## src/hdl/text_escape_stream_converter_core_defines.svh

```systemverilog
// Assertion macros shared by the text escape converter RTL.
`ifndef TEXT_ESCAPE_STREAM_CONVERTER_CORE_DEFINES_SVH
`define TEXT_ESCAPE_STREAM_CONVERTER_CORE_DEFINES_SVH

`ifndef NO_ASSERTIONS
// Same-cycle implication.
`define TESC_ASSERT_NOW(label, clk, rst, pre, post, msg) \
   label: assert property (@(posedge clk) disable iff (rst) (pre) |-> (post)) else $error(msg);
// Next-cycle implication.
`define TESC_ASSERT_NEXT(label, clk, rst, pre, post, msg) \
   label: assert property (@(posedge clk) disable iff (rst) (pre) |=> (post)) else $error(msg);
`else
`define TESC_ASSERT_NOW(label, clk, rst, pre, post, msg)
`define TESC_ASSERT_NEXT(label, clk, rst, pre, post, msg)
`endif

`endif

```

## src/hdl/tesc_pkg.sv

```systemverilog
// Types, codes and character constants of the text escape converter.
package tesc_pkg;

   localparam int MAX_TAG_DEPTH = 255;
   localparam int TAG_DEPTH_W   = $clog2(MAX_TAG_DEPTH + 1);
   localparam int MAX_RESULTS   = 3;

   // Mode register codes; the unused code passes bytes unchanged
   localparam logic [2:0] MODE_URL_ESC     = 3'd0;
   localparam logic [2:0] MODE_URL_UNESC   = 3'd1;
   localparam logic [2:0] MODE_PCT_DOUBLE  = 3'd2;
   localparam logic [2:0] MODE_C_ESC       = 3'd3;
   localparam logic [2:0] MODE_C_UNESC     = 3'd4;
   localparam logic [2:0] MODE_C_UNESC_KEEP = 3'd5;
   localparam logic [2:0] MODE_HTML_STRIP  = 3'd6;

   // Escape sequence phases
   localparam logic [1:0] PHASE_IDLE  = 2'd0;
   localparam logic [1:0] PHASE_OPEN  = 2'd1;
   localparam logic [1:0] PHASE_FIRST = 2'd2;

   // Characters
   localparam logic [7:0] CH_NUL     = 8'h00;
   localparam logic [7:0] CH_BS      = 8'h08;
   localparam logic [7:0] CH_TAB     = 8'h09;
   localparam logic [7:0] CH_LF      = 8'h0A;
   localparam logic [7:0] CH_CR      = 8'h0D;
   localparam logic [7:0] CH_DQUOTE  = 8'h22;
   localparam logic [7:0] CH_HASH    = 8'h23;
   localparam logic [7:0] CH_PERCENT = 8'h25;
   localparam logic [7:0] CH_SQUOTE  = 8'h27;
   localparam logic [7:0] CH_ZERO    = 8'h30;
   localparam logic [7:0] CH_LT      = 8'h3C;
   localparam logic [7:0] CH_GT      = 8'h3E;
   localparam logic [7:0] CH_LBRACK  = 8'h5B;
   localparam logic [7:0] CH_BSLASH  = 8'h5C;
   localparam logic [7:0] CH_RBRACK  = 8'h5D;
   localparam logic [7:0] CH_CARET   = 8'h5E;
   localparam logic [7:0] CH_LOW_B   = 8'h62;
   localparam logic [7:0] CH_LOW_N   = 8'h6E;
   localparam logic [7:0] CH_LOW_R   = 8'h72;
   localparam logic [7:0] CH_LOW_T   = 8'h74;
   localparam logic [7:0] CH_LBRACE  = 8'h7B;
   localparam logic [7:0] CH_PIPE    = 8'h7C;
   localparam logic [7:0] CH_RBRACE  = 8'h7D;
   localparam logic [7:0] CH_TILDE   = 8'h7E;
   localparam logic [7:0] CTRL_LAST  = 8'h1F;
   localparam logic [7:0] DEL_CHAR   = 8'h7F;

   // Pending conversion state
   typedef struct packed {
      logic [1:0]             phase;
      logic [7:0]             first_hex;
      logic [7:0]             last_decoded;
      logic [TAG_DEPTH_W-1:0] tag_depth;
   } conv_state_type;

   // Result group of one item, byte 0 goes out first
   typedef struct packed {
      logic [1:0]      count;
      logic [2:0][7:0] bytes;
   } conv_result_type;

   // Uppercase hex digit of a nibble
   function automatic logic [7:0] hex_digit(input logic [3:0] nib);
      logic [7:0] d;
      if (nib < 4'd10) begin
         d = 8'h30 + {4'd0, nib};
      end else begin
         d = 8'h37 + {4'd0, nib};
      end
      return d;
   endfunction

   // Value of a hex character, bit 4 set when valid
   function automatic logic [4:0] hex_value(input logic [7:0] c);
      logic [4:0] v;
      v = 5'd0;
      if (c >= 8'h30 && c <= 8'h39) begin
         v = {1'b1, 4'(c - 8'h30)};
      end else if (c >= 8'h41 && c <= 8'h46) begin
         v = {1'b1, 4'(c - 8'h37)};
      end else if (c >= 8'h61 && c <= 8'h66) begin
         v = {1'b1, 4'(c - 8'h57)};
      end
      return v;
   endfunction

endpackage

```

## src/hdl/tesc_convert.sv

```systemverilog
// Conversion of one byte in the selected mode into up to three result bytes.
module tesc_convert import tesc_pkg::*; (
   input  logic [2:0]      mode,
   input  logic [7:0]      in_byte,
   input  logic            string_end,
   input  conv_state_type  state_cur,
   output conv_state_type  state_next,
   output conv_result_type result
);

   logic [4:0] hi_val;
   logic [4:0] lo_val;
   logic       url_escape;
   logic [7:0] c_letter;

   assign hi_val = hex_value(state_cur.first_hex);
   assign lo_val = hex_value(in_byte);

   // Flag bytes that URL escaping turns into a percent triple
   always_comb begin
      url_escape = (in_byte <= CTRL_LAST) || (in_byte >= DEL_CHAR);
      if (in_byte inside {CH_LT, CH_GT, CH_DQUOTE, CH_HASH, CH_LBRACE, CH_RBRACE, CH_PIPE,
                          CH_BSLASH, CH_CARET, CH_TILDE, CH_LBRACK, CH_RBRACK,
                          CH_SQUOTE}) begin
         url_escape = 1'b1;
      end
   end

   // Letter for C escaping, zero when the byte stays as is
   always_comb begin
      case (in_byte)
         CH_TAB:    c_letter = CH_LOW_T;
         CH_CR:     c_letter = CH_LOW_R;
         CH_LF:     c_letter = CH_LOW_N;
         CH_BS:     c_letter = CH_LOW_B;
         CH_DQUOTE: c_letter = CH_DQUOTE;
         CH_SQUOTE: c_letter = CH_SQUOTE;
         CH_BSLASH: c_letter = CH_BSLASH;
         default:   c_letter = CH_NUL;
      endcase
   end

   // Convert the byte and advance the pending state
   always_comb begin
      conv_state_type st;
      st           = state_cur;
      result.count = 2'd0;
      result.bytes = '0;
      case (mode)
         MODE_URL_ESC: begin
            if (url_escape) begin
               result.count    = 2'd3;
               result.bytes[0] = CH_PERCENT;
               result.bytes[1] = hex_digit(in_byte[7:4]);
               result.bytes[2] = hex_digit(in_byte[3:0]);
            end else begin
               result.count    = 2'd1;
               result.bytes[0] = in_byte;
            end
         end
         MODE_URL_UNESC: begin
            if (state_cur.phase == PHASE_IDLE) begin
               if (in_byte == CH_PERCENT) begin
                  st.phase = PHASE_OPEN;
               end else begin
                  result.count    = 2'd1;
                  result.bytes[0] = in_byte;
               end
            end else if (state_cur.phase == PHASE_OPEN) begin
               st.first_hex = in_byte;
               st.phase     = PHASE_FIRST;
            end else begin
               // Invalid first digit reuses the last decoded value
               if (hi_val[4]) begin
                  st.last_decoded = lo_val[4] ? {hi_val[3:0], lo_val[3:0]}
                                              : {4'd0, hi_val[3:0]};
               end
               result.count    = 2'd1;
               result.bytes[0] = st.last_decoded;
               st.phase        = PHASE_IDLE;
            end
         end
         MODE_PCT_DOUBLE: begin
            result.bytes[0] = in_byte;
            result.bytes[1] = CH_PERCENT;
            result.count    = (in_byte == CH_PERCENT) ? 2'd2 : 2'd1;
         end
         MODE_C_ESC: begin
            if (c_letter != CH_NUL) begin
               result.count    = 2'd2;
               result.bytes[0] = CH_BSLASH;
               result.bytes[1] = c_letter;
            end else begin
               result.count    = 2'd1;
               result.bytes[0] = in_byte;
            end
         end
         MODE_C_UNESC, MODE_C_UNESC_KEEP: begin
            if (state_cur.phase == PHASE_IDLE) begin
               if (in_byte == CH_BSLASH) begin
                  // A lone backslash at string end goes out as is
                  if (string_end) begin
                     result.count    = 2'd1;
                     result.bytes[0] = CH_BSLASH;
                  end else begin
                     st.phase = PHASE_OPEN;
                  end
               end else begin
                  result.count    = 2'd1;
                  result.bytes[0] = in_byte;
               end
            end else begin
               st.phase        = PHASE_IDLE;
               result.count    = 2'd1;
               case (in_byte)
                  CH_LOW_T:  result.bytes[0] = CH_TAB;
                  CH_LOW_R:  result.bytes[0] = CH_CR;
                  CH_LOW_N:  result.bytes[0] = CH_LF;
                  CH_LOW_B:  result.bytes[0] = CH_BS;
                  CH_DQUOTE: result.bytes[0] = CH_DQUOTE;
                  CH_SQUOTE: result.bytes[0] = CH_SQUOTE;
                  CH_ZERO:   result.bytes[0] = CH_NUL;
                  CH_BSLASH: begin
                     result.bytes[0] = CH_BSLASH;
                     result.bytes[1] = CH_BSLASH;
                     result.count    = (mode == MODE_C_UNESC) ? 2'd1 : 2'd2;
                  end
                  default: begin
                     // Unknown escape keeps the backslash
                     result.count    = 2'd2;
                     result.bytes[0] = CH_BSLASH;
                     result.bytes[1] = in_byte;
                  end
               endcase
            end
         end
         MODE_HTML_STRIP: begin
            if (in_byte == CH_LT) begin
               if (state_cur.tag_depth < TAG_DEPTH_W'(MAX_TAG_DEPTH)) begin
                  st.tag_depth = state_cur.tag_depth + 1'b1;
               end
            end else if (in_byte == CH_GT) begin
               if (state_cur.tag_depth != '0) begin
                  st.tag_depth = state_cur.tag_depth - 1'b1;
               end
            end else if (state_cur.tag_depth == '0) begin
               result.count    = 2'd1;
               result.bytes[0] = in_byte;
            end
         end
         default: begin
            result.count    = 2'd1;
            result.bytes[0] = in_byte;
         end
      endcase
      // Drop all pending state after the last byte of a string
      state_next = string_end ? '0 : st;
   end

endmodule

```

## src/hdl/tesc_result_buffer.sv

```systemverilog
// Result register: holds an item's bytes, sends one a cycle unless stalled.
module tesc_result_buffer import tesc_pkg::*; (
   input  logic            clock,
   input  logic            reset,
   input  logic            load,
   input  conv_result_type load_result,
   output logic            can_load,
   output logic            rsp_valid,
   input  logic            rsp_stall,
   output logic [7:0]      rsp_out_byte,
   output logic            rsp_run_last
);

   logic [1:0]      remaining_ff;
   logic [1:0]      remaining_in;
   logic [2:0][7:0] slot_ff;
   logic [2:0][7:0] slot_in;
   logic            take;

   assign rsp_valid    = (remaining_ff != 2'd0);
   assign rsp_out_byte = slot_ff[0];
   assign rsp_run_last = (remaining_ff == 2'd1);
   assign take         = rsp_valid && !rsp_stall;
   assign can_load     = !rsp_valid || (rsp_run_last && take);

   // Load a new group or shift the head out
   always_comb begin
      remaining_in = remaining_ff;
      slot_in      = slot_ff;
      if (load) begin
         remaining_in = load_result.count;
         slot_in      = load_result.bytes;
      end else if (take) begin
         remaining_in = remaining_ff - 2'd1;
         slot_in      = {8'h00, slot_ff[2], slot_ff[1]};
      end
   end

   always_ff @(posedge clock) begin
      if (reset) begin
         remaining_ff <= 2'd0;
      end else begin
         remaining_ff <= remaining_in;
      end
   end

   always_ff @(posedge clock) begin
      slot_ff <= slot_in;
   end

endmodule

```

## src/hdl/text_escape_stream_converter_core.sv

```systemverilog
// Byte stream converter: URL and C escape and unescape, percent doubling, tag strip.
// An accepted item goes to the input register, its results to the result register.
// Throughput: one item per cycle while rsp_stall is low and each item gives at most
// one byte; else the one-byte result port sends an item's up to 3 bytes one by one.
// Reset: synchronous; mode returns to URL escape and all pending state clears.
// Items that give no result skip the result register and send nothing.
`include "text_escape_stream_converter_core_defines.svh"
module text_escape_stream_converter_core import tesc_pkg::*; (
   input  logic       clock,
   input  logic       reset,
   input  logic       req_valid,
   output logic       req_stall,
   input  logic [7:0] req_in_byte,
   input  logic       req_string_end,
   output logic       rsp_valid,
   input  logic       rsp_stall,
   output logic [7:0] rsp_out_byte,
   output logic       rsp_run_last,
   input  logic       csr_valid,
   output logic       csr_ready,
   input  logic [2:0] csr_conversion_mode
);

   logic            in_valid_ff;
   logic            in_valid_in;
   logic [7:0]      in_byte_ff;
   logic            in_last_ff;
   logic [2:0]      mode_ff;
   logic [2:0]      mode_in;
   conv_state_type  state_ff;
   conv_state_type  state_in;
   conv_state_type  state_next;
   conv_result_type result;
   logic            can_load;
   logic            consume;
   logic            buf_load;
   logic            req_take;
   logic            csr_write;

   assign csr_ready = 1'b1;
   assign csr_write = csr_valid && csr_ready;

   // Convert the registered item
   tesc_convert u_convert (
      .mode       (mode_ff),
      .in_byte    (in_byte_ff),
      .string_end (in_last_ff),
      .state_cur  (state_ff),
      .state_next (state_next),
      .result     (result)
   );

   // Hand items with results to the result register, drop empty ones
   assign consume   = in_valid_ff && ((result.count == 2'd0) || can_load);
   assign buf_load  = consume && (result.count != 2'd0);
   assign req_stall = in_valid_ff && !consume;
   assign req_take  = req_valid && !req_stall;

   tesc_result_buffer u_result_buffer (
      .clock        (clock),
      .reset        (reset),
      .load         (buf_load),
      .load_result  (result),
      .can_load     (can_load),
      .rsp_valid    (rsp_valid),
      .rsp_stall    (rsp_stall),
      .rsp_out_byte (rsp_out_byte),
      .rsp_run_last (rsp_run_last)
   );

   // Input register
   always_comb begin
      in_valid_in = in_valid_ff;
      if (req_take) begin
         in_valid_in = 1'b1;
      end else if (consume) begin
         in_valid_in = 1'b0;
      end
   end

   always_ff @(posedge clock) begin
      if (reset) begin
         in_valid_ff <= 1'b0;
      end else begin
         in_valid_ff <= in_valid_in;
      end
   end

   always_ff @(posedge clock) begin
      if (req_take) begin
         in_byte_ff <= req_in_byte;
         in_last_ff <= req_string_end;
      end
   end

   // Mode register and pending state; a mode write clears the state
   always_comb begin
      mode_in  = mode_ff;
      state_in = state_ff;
      if (csr_write) begin
         mode_in  = csr_conversion_mode;
         state_in = '0;
      end else if (consume) begin
         state_in = state_next;
      end
   end

   always_ff @(posedge clock) begin
      if (reset) begin
         mode_ff  <= MODE_URL_ESC;
         state_ff <= '0;
      end else begin
         mode_ff  <= mode_in;
         state_ff <= state_in;
      end
   end

   // Checks
   `TESC_ASSERT_NEXT(a_end_clears, clock, reset, consume && in_last_ff, state_ff == '0, "state kept after string end")
   `TESC_ASSERT_NOW(a_depth_strip_only, clock, reset, mode_ff != MODE_HTML_STRIP, state_ff.tag_depth == '0, "tag depth outside strip mode")
   `TESC_ASSERT_NOW(a_c_phase, clock, reset, mode_ff == MODE_C_UNESC || mode_ff == MODE_C_UNESC_KEEP, state_ff.phase != PHASE_FIRST, "hex phase in C unescape")
   `TESC_ASSERT_NOW(a_stall_needs_item, clock, reset, req_stall, in_valid_ff && !consume, "stall without held item")

endmodule

```

## config.mk

```make
export PLATFORM = sky130hd
export DESIGN_NAME = text_escape_stream_converter_core
export DESIGN_NICKNAME = d
export VERILOG_FILES = /design/src/hdl/tesc_pkg.sv /design/src/hdl/tesc_convert.sv /design/src/hdl/tesc_result_buffer.sv /design/src/hdl/text_escape_stream_converter_core.sv
export VERILOG_INCLUDE_DIRS = /design/src /design/src/hdl
export SDC_FILE = /design/constraint.sdc
export NUM_CORES = 1
export LEC_CHECK = 0
export BUFFER_PORTS_ARGS = -buffer_cell sky130_fd_sc_hd__buf_2
export CAP_MARGIN = 0
export CORE_MARGIN = 3
export CORE_UTILIZATION = 50
export DETAILED_ROUTE_END_ITERATION = 8
export PLACE_DENSITY = 0.75
export SLEW_MARGIN = 40
export SYNTH_ARGS = -nofsm -noshare
export SYNTH_HDL_FRONTEND = slang
export SYNTH_SLANG_ARGS = --single-unit
```

## constraint.sdc

```tcl
create_clock -name clock -period 5.2 [get_ports clock]
set_input_delay 0.52 -clock clock [delete_from_list [all_inputs] [get_ports clock]]
set_output_delay 0.52 -clock clock [all_outputs]
set_load 0.01 [all_outputs]
```

==> results.ini <==
[status]
status=complete, no violations

[sta]
postLayoutSetupSlackWorst_ns=0.9145
holdWs_ns=0.3400
finalClockSkew_ns=0.01237
tns_ns=0
setup_violations=0
grt_setup_unrepaired=false
worst_pin_slew_ns=0.8818
post-route-period-util_pct=82.41
timing.fmax_mhz=233.3
slew_viol_final=0
finalHoldViolCount=0
maxSlewHeadroom_pct=41.22
post-route-min-period_ns=4.285

[clock_network]
cts.sinks=64
cts.clk_slew.worst_paths_ns=0.08
hold_buffers=0
clockBufferDepth=2
cts_resized=0
clock_latency_ns=0.35
cts.htree.levels=3
root_buffer=clkbuf_8
cts_setup_buffers=0
cts_tree=built
cts_buffers=9

[routing]
via_count=4442
dr.pass1.iters=7
drt_iter0_markers=364
routedWlPerCell_um=20.94
ant_nets=0
post_drt_via_cell_ratio=6.670
wl_um=13950
drc_errors=0

[floorplan]
fp.dieW_um=103.0
rows=34
core_area_sq_mm=0.008934
ios=29
design.die.area_sq_mm=0.01061
initial_utilization_pct=52.69
die_h_um=103.0

[critical_path]
arrival_ns=3.77
endpoint_kind=output port
critPathMaxFanout=15
path_class=register to output port
rr_worst_depth=11
critPathRequiredTime_ns=4.68
start_kind=register

[place]
hpwl_um=10290
place_area_sq_mm=0.004790
gp_congestion=0.9827
port_buffers=27
place_ws_ns=1.057

[hold_path]
holdPathStages=1
holdCritPathClass=input pin to register

[power_and_ir_drop]
internal_power_mw=0.9784
power.leakage_nw=1.934
power_switching_mw=0.5084
power_frac_comb_pct=26.2
clkPwrFrac_pct=28.2
switching_share_pct=34.19
ir_drop_v=0.0001844
pwr-share-seq_pct=45.6
powerDensity_mw_per_mm2=298.0

[global_routing]
grt_max_degree=25
antenna_found_initial=0
grt_pass1_wl_um=22270
grt_pass1_vias=4183
overflow=0
track_usage_pct=27.42

[synthesis]
ys_ff_latch=64
synth.distinct_cells=82
synth_async_sr_flop_share_pct=0
synth_seq_area_share_pct=34.02
syn_inst=553
synth_nets=593
netlist_area_sq_mm=0.004707
synth_enable_flop_cells=32
ys.warnings.count=0
ys.flop_type=edfxtp_1
syn_avg_cell_area_sq_um=8.512

[finish]
syn_to_final_growth_pct=5.981
n_fill_cell=813
fin_nets=593
final_layout_size_suffix_gt1_share_pct=13.44
regArea_sq_mm=0.001603
num_antenna_cells=0
multi_input_area_sq_mm=0.002793
final_cell_mix=nand2_1, nor2_1, o21ai_0, a21oi_1, edfxtp_1
final_util_pct=55.84
fin_area_sq_mm=0.004989

[job]
cap_violations=0

-- worst paths after layout --
check                       from            end  slack, ns
setup / recovery   in_byte_ff[0]      req_stall       0.91
hold reg to reg     state_ff[14]   state_ff[14]       0.48
setup reg to reg   in_byte_ff[0]  in_byte_ff[7]       1.00
hold / removal    req_in_byte[1]  in_byte_ff[1]       0.34
-- layout make-up --
class / count / share of cell area [%]
well taps: 108 / 2.709
flip-flops and latches: 64 / 32.13
clock inverters: 6 / 1.204
repair buffers: 33 / 3.612
multi-input cells: 421 / 55.98
clock buffers: 10 / 2.558
inverters: 24 / 1.806
-- power by group through the flow --
stage / Clock (mW) / Sequential [mW] / Combinational (mW)
3_3_place_gp: 0 / 0.685 / 0.377
3_5_place_dp: 0 / 0.687 / 0.384
5_1_grt: 0.453 / 0.685 / 0.433
2_1_floorplan: 0 / 0.652 / 0.321
6_report: 0.420 / 0.678 / 0.389
4_1_cts: 0.425 / 0.676 / 0.385
-- cell usage after synthesis, types with 4 or more instances --
cell      number  area, sq um
nor4_1         4        25.02
and3_1         9        56.30
nor3_1        14        70.07
o31ai_1        4        30.03
nor2b_1        4        25.02
a21oi_1       34        170.2
nand2b_1       5        31.28
mux2i_1        5        50.05
edfxtp_1      32        960.9
a22o_1        17        148.9
and2_1         4        25.02
or3_1          6        37.54
o21ai_0       39        195.2
a21boi_0       4        30.03
a211oi_1       6        45.04
o21bai_1       6        45.04
inv_1         24        90.09
ha_1          22        275.3
clkbuf_1      21        78.83
buf_4         12        90.09
or2_2          4        25.02
a31oi_1       10        62.56
nand3_1       17        85.08
xnor2_1        5        43.79
a211o_1        4        35.03
nor2_1        51        191.4
dfxtp_1       32        640.6
o211ai_1       8        60.06
o41ai_2        4        65.06
nand2_1       49        183.9
nand4_1        8        50.05
buf_2          6        30.03
-- layer usage --
| metal | wire (um) | vias up | GRT usage, % |
|---|---|---|---|
| met3 | 1179 | 45 | 5.345 |
| met1 | 5988 | 2071 | 38.28 |
| li1 | - | 2075 | - |
| met2 | 6348 | 251 | 43.12 |
| met4 | 431 | 0 | 8.068 |
| met5 | 0 | - | 0 |
-- worst max-delay path, cell delays in order (launching register included) --
cell      delay (ns)
edfxtp_1        0.32
buf_4           0.23
inv_1           0.22
ha_1            0.44
and3b_1         0.27
a211o_1         0.33
nor4_4          0.43
nor2b_2         0.24
nor4_4          0.40
nand2_1         0.16
and3_1          0.22
buf_2           0.15
-- through the flow --
stage               instances  total power [mW]
floorplan                 553            0.9722
global placement          650             1.062
detailed placement        650             1.071
CTS                       666             1.486
global route              666             1.571
finish                    666             1.487
-- cells by family after synthesis --
kind of cell / count (synthesis) / synth area share (%)
XOR/XNOR: 8 / 1.489
other: 1 / 0.07967
buffers and inverters: 68 / 6.858
adder cells (fa/ha/maj): 24 / 6.486
AND/OR/NAND/NOR: 203 / 22.94
multiplexers: 6 / 1.303
AO/OA/AOI/OAI: 179 / 26.82
flip-flops: 64 / 34.02
-- flip-flops by register name, summed over array words and instances (netlist names) --
signal                        cells
in_byte_ff                        8
u_result_buffer.rsp_out_byte      8
state_ff                         26
u_result_buffer.remaining_ff      2
in_last_ff                        1
mode_ff                           3
u_result_buffer.slot_ff          15
in_valid_ff                       1
Note: power is estimated with default switching activity, not from simulation.
